## src/rtl/ssucc_pkg.sv

```systemverilog
// Shared types and constants for the single successor table.
// Item and result structs, opcode and status codes, register map, store port structs.
// No dependencies.
package ssucc_pkg;

    localparam int NODE_W  = 10;
    localparam int LIMIT_W = 11;
    localparam int ADDR_W  = 3;
    localparam int DATA_W  = 32;

    typedef logic [NODE_W-1:0]  node_t;
    typedef logic [LIMIT_W-1:0] limit_t;

    localparam logic [1:0] OP_BEGIN  = 2'd0;
    localparam logic [1:0] OP_INSERT = 2'd1;
    localparam logic [1:0] OP_QUERY  = 2'd2;

    localparam logic [1:0] ST_OK      = 2'd0;
    localparam logic [1:0] ST_INVALID = 2'd1;
    localparam logic [1:0] ST_FAILED  = 2'd2;

    // Word index of the node limit register (byte address 4*index)
    localparam logic [ADDR_W-3:0] REG_NODE_LIMIT = '0;
    localparam limit_t            LIMIT_RESET    = 11'd1024;

    typedef struct packed {
        logic [1:0] opcode;
        node_t      source_node;
        node_t      target_node;
    } item_t;

    typedef struct packed {
        logic [1:0] status;
        logic       found;
        node_t      successor_node;
        logic       fanout_seen;
        node_t      first_fanout_node;
    } result_t;

    typedef struct packed {
        logic  en;
        node_t succ;
    } store_wr_t;

    typedef struct packed {
        logic  hit;
        node_t succ;
    } store_rd_t;

endpackage

```

## src/rtl/ssucc_cfg.sv

```systemverilog
// APB register block holding the node limit.
// Depends on ssucc_pkg.
module ssucc_cfg (
    input  logic                       clk,
    input  logic                       rst_n,
    input  logic                       psel,
    input  logic                       penable,
    input  logic                       pwrite,
    input  logic [ssucc_pkg::ADDR_W-1:0] paddr,
    input  logic [ssucc_pkg::DATA_W-1:0] pwdata,
    output logic [ssucc_pkg::DATA_W-1:0] prdata,
    output logic                       pready,
    output ssucc_pkg::limit_t          node_limit
);
    import ssucc_pkg::*;

    limit_t node_limit_reg;
    logic   sel_limit;

    assign sel_limit  = (paddr[ADDR_W-1:2] == REG_NODE_LIMIT);
    assign pready     = 1'b1;
    assign node_limit = node_limit_reg;
    assign prdata     = sel_limit ? DATA_W'(node_limit_reg) : '0;

    always_ff @(posedge clk or negedge rst_n)
    begin
        if (!rst_n)
        begin
            node_limit_reg <= LIMIT_RESET;
        end
        else if (psel && penable && pwrite && pready && sel_limit)
        begin
            node_limit_reg <= pwdata[LIMIT_W-1:0];
        end
    end

endmodule

```

## config.mk

```make
export PLATFORM = sky130hd
export DESIGN_NAME = ssucc_cfg
export DESIGN_NICKNAME = d
export VERILOG_FILES = /design/src/rtl/ssucc_pkg.sv /design/src/rtl/ssucc_cfg.sv
export SDC_FILE = /design/constraint.sdc
export NUM_CORES = 1
export LEC_CHECK = 0
export BUFFER_PORTS_ARGS = -buffer_cell sky130_fd_sc_hd__buf_4
export CORE_MARGIN = 8
export CORE_UTILIZATION = 33
export DETAILED_ROUTE_END_ITERATION = 8
export PLACE_DENSITY = 0.8
export SLEW_MARGIN = 20
export SYNTH_ARGS = -nofsm -noshare
export SYNTH_HDL_FRONTEND = slang
export SYNTH_SLANG_ARGS = --single-unit
```

## constraint.sdc

```tcl
create_clock -name clk -period 1.07 [get_ports clk]
set_clock_uncertainty 0.2 [all_clocks]
set_input_delay 0.1605 -clock clk [delete_from_list [all_inputs] [get_ports clk]]
set_output_delay 0.1605 -clock clk [all_outputs]
set_load 0.005 [all_outputs]
```

; After elaboration in Yosys (flattened, before gate mapping)
; Index checks and enable logic that the tools add are counted.
[totals]
reg_bits = 11
latch_bits = 0
ram_bits = 0
mem_bits_ro = 0
input_bits = 40
output_inout_bits = 44
wordCells = 6
memories = 0
[op_classes]
add_sub_neg = 0
multipliers = 0
div = 0
order_cmp = 0
eq_ne = 0
shifts = 0
mux = 1
bitwise = 1
n_reduce_logical = 3
[op_table]
columns = cell, count
row1 = $mux 11, 1
row2 = $logic_and 1x1->1, 3
row3 = $not 1->1, 1

; Longest topological paths before layout
[depth]
word_depth = 3
ltp_mapped = 3
mapped_depth_nobuf = 2

; Least setup slack after synthesis
; OpenSTA, ideal clock, no wires.
[synth_timing]
kind = input port to flip-flop
from = input port paddr[2] (netlist bit)
to = register node_limit_reg[0] (netlist: node_limit[0])
arrival_time_ns = 0.763
path_slack_ns = -0.018
path_stages = 3
path_buffers = 1
path_cell_list = nand4b_4 buf_6 mux2_4
[synth_via]
elab_chain_len = 2
[synth_rtl]
columns = item, line
row1 = start: declaration, ssucc_cfg.sv:9  ; input logic [ssucc_pkg::ADDR_W-1:0] paddr,
row2 = $not 1->1, ssucc_cfg.sv:20  ; assign sel_limit = (paddr[ADDR_W-1:2] == REG_NODE_LIMIT);
row3 = $logic_and 1x1->1, ssucc_cfg.sv:31  ; else if (psel && penable && pwrite && pready && sel_limit)
row4 = end signal: assignment, ssucc_cfg.sv:33  ; node_limit_reg <= pwdata[LIMIT_W-1:0];
row5 = end: declaration, ssucc_cfg.sv:17  ; limit_t node_limit_reg;
; No other way between the ends.
; A chain may end at the register's enable or synchronous reset.

; Final worst setup path
[layout_timing]
from = register node_limit_reg[10] (netlist: node_limit[10])
to = output port prdata[10] (netlist bit)
[layout_via]
elab_chain_len = 1
[layout_rtl]
columns = item, line
row1 = $mux 11, ssucc_cfg.sv:23  ; assign prdata = sel_limit ? DATA_W'(node_limit_reg) : '0;
row2 = end: declaration, ssucc_cfg.sv:11  ; output logic [ssucc_pkg::DATA_W-1:0] prdata,
; No other way between the ends.

==> results.toml <==
[routing]
drt-wirelength-per-cell_um = 12.9
drtIter0Drc = 6
vias = 547
drt-total-wl_um = 1880
via_per_inst = 3.75
drcViolationCount = 0
ant_nets = 0
firstDrtPassIters = 2

[sta]
setup_tns_ns = -4.64
setup_viol = 30
fmax_ghz = 0.728
whs_ns = -0.0759
min_period_over_period_pct = 128
grt_setup_unrepaired = "yes"
hold_violations = 11
drv_slew = 0
timing.final.ws_setup_ns = -0.304
min_period_ns = 1.37

[yosys]
ys_seq_area_share_pct = 38.4
yosys.area_share.simple_pct = 13.0
synth-seq-cells = 11
synthAdderAreaFrac_pct = 0
avgSynthCellArea_um2 = 12.0
synth_top_family_by_area = "buffers and inverters"
muxShareOfSynthArea_pct = 22.4
postSynthCellCount = 60
synth_area_um2 = 719
synth-compound-area-share_pct = 0
synth.distinct_cells = 11
yosysWarningCount = 0
synth_xor_area_share_pct = 0

[die]
ioPinCount = 84
die_area_um2 = 3930
core_um2 = 2130
die_h_um = 62.7
initial_utilization_pct = 33.8
row_count = 17
fp.dieW_um = 62.7

[grt]
grt_overflow_total = 0
grt_pass1_vias = 581
antenna_found_initial = 0
grt_max_degree = 12
grt_pass1_wl_um = 2920
grtUsageTotal_pct = 8.94

[worst_setup_path]
path_cells = "nor2b_4 > buf_6"
crit_path_start_kind = "register"
path_buf_inv = 1
end_kind = "primary output"
worstPathMaxFanout = 2
arrival_ns = 1.01
cp_top_family = "flip-flops"
path_class = "reg -> out"
crit_required_ns = 0.71
cpMaxStageDelayCell = "dfstp_2"
crit_path_max_incr_delay_ns = 0.53

[placement]
io_buffers = 38
gp_routability_congestion = 0.745
dp.cells = 125
dpl-instance-area_um2 = 957
dp_hpwl_um = 1410

[layout]
largest_reg_flops = 11
fill_cells = 188
register_area_um2 = 277
diodes = 0
area_growth_pct = 69.4
multiInputGateArea_um2 = 349
drive_gt1_share_pct = 62.7
final_cells = 146
fin_area_um2 = 1220
nets = 159

[hold_path]
min-delay-path-class = "in -> reg"

[outcome]
status = "finished, violations left"
failed_checks = "hold timing, setup timing"

[clocking]
clkSinkCount = 11
cts_buffers = 3
root_buffer = "clkbuf_4"
holdBufCountCts = 2
clkLatencyLatePin_ns = 0.26
cts_tree = "built"
path_clk_slew_ns = 0.07
htreeDepth = 1
max-clock-path-buffers = 2

[pwr]
cellPowerDensity_nw_per_um2 = 1440
ir_worst_vdd_mv = 0.965
power_mw = 1.76
p_leak_nw = 0.680

[run]
cap_violations = 0
[cells in the mapped netlist (all sizes together)]
library cell	count	area, um2
clkbuf	1	3.75
mux2	11	161
dfrtp	10	250
dfstp	1	26.3
nor2b	10	62.6
nand4b	1	23.8
buf	23	176
and2b	1	7.51
conb	2	7.51
[per-layer routing]
| metal | GRT usage (%) | vias to the layer above | share of wire (%) |
|---|---|---|---|
| met4 | 0 | 0 | 0 |
| met1 | 8.29 | 250 | 36 |
| met3 | 7.17 | 0 | 12 |
| met5 | 0 | - | 0 |
| li1 | - | 263 | - |
| met2 | 15.9 | 34 | 52 |
[report_power, final]
| part | switching (mW) | internal, mW |
|---|---|---|
| clock | 0.134 | 0.144 |
| combinational | 0.243 | 0.655 |
| sequential | 0.0701 | 0.514 |
[stage by stage]
| stage | utilization (%) | setup WS [ns] |
|---|---|---|
| 2_1_floorplan | - | -0.0184 |
| 3_5_place_dp | 45.0 | -0.168 |
| 5_1_grt | 57.3 | -0.357 |
| 4_1_cts | 52.6 | -0.342 |
| 3_3_place_gp | 45.0 | -0.163 |
| 6_report | 57.3 | -0.304 |
[cell usage in the layout, fill, tap and decap left out]
master / netlist / final
buf_6: 1 / 25
nor2b_4: 0 / 1
clkbuf_1: 1 / 1
dlygate4sd3_1: 0 / 1
and2b_1: 1 / 1
clkbuf_4: 0 / 3
buf_4: 22 / 32
conb_1: 2 / 22
dfstp_2: 1 / 1
nor2b_1: 10 / 9
dfrtp_1: 10 / 10
mux2_4: 10 / 11
nand4b_4: 1 / 1
[kinds of logic after synthesis]
kind of cell,Yosys count
buf+inv,24
flops,11
mux,11
other cells,2
simple gates,12
[what timing repair did]
item | CTS | global route
resized for setup | 13 | 15
endpoints found under the setup margin | 22 | 30
buffers inserted | 9 | 8
hold endpoints to repair | 22 | 11
[path summary, 6_finish.rpt]
path / start / to / slack (ns) / cells after the start
setup / recovery: node_limit[10] / prdata[10] / -0.30 / 2
hold / removal: pwdata[0] / node_limit[0] / -0.08 / 2
setup reg to reg: node_limit[1] / node_limit[1] / -0.10 / 3
hold reg to reg: node_limit[7] / node_limit[7] / 0.37 / 1
max in group asynchronous: rst_n / node_limit[10] / 0.37 / 2
min in group asynchronous: rst_n / node_limit[5] / 0.07 / 2
[layout make-up]
cell class / count / share of cell area [%]
repair buffers: 58 / 43.6
clock buffers: 4 / 2.16
multi-input cells: 45 / 28.6
flip-flops and latches: 11 / 22.7
well taps: 28 / 2.87
No activity file was read; power rests on OpenSTA's default activity.
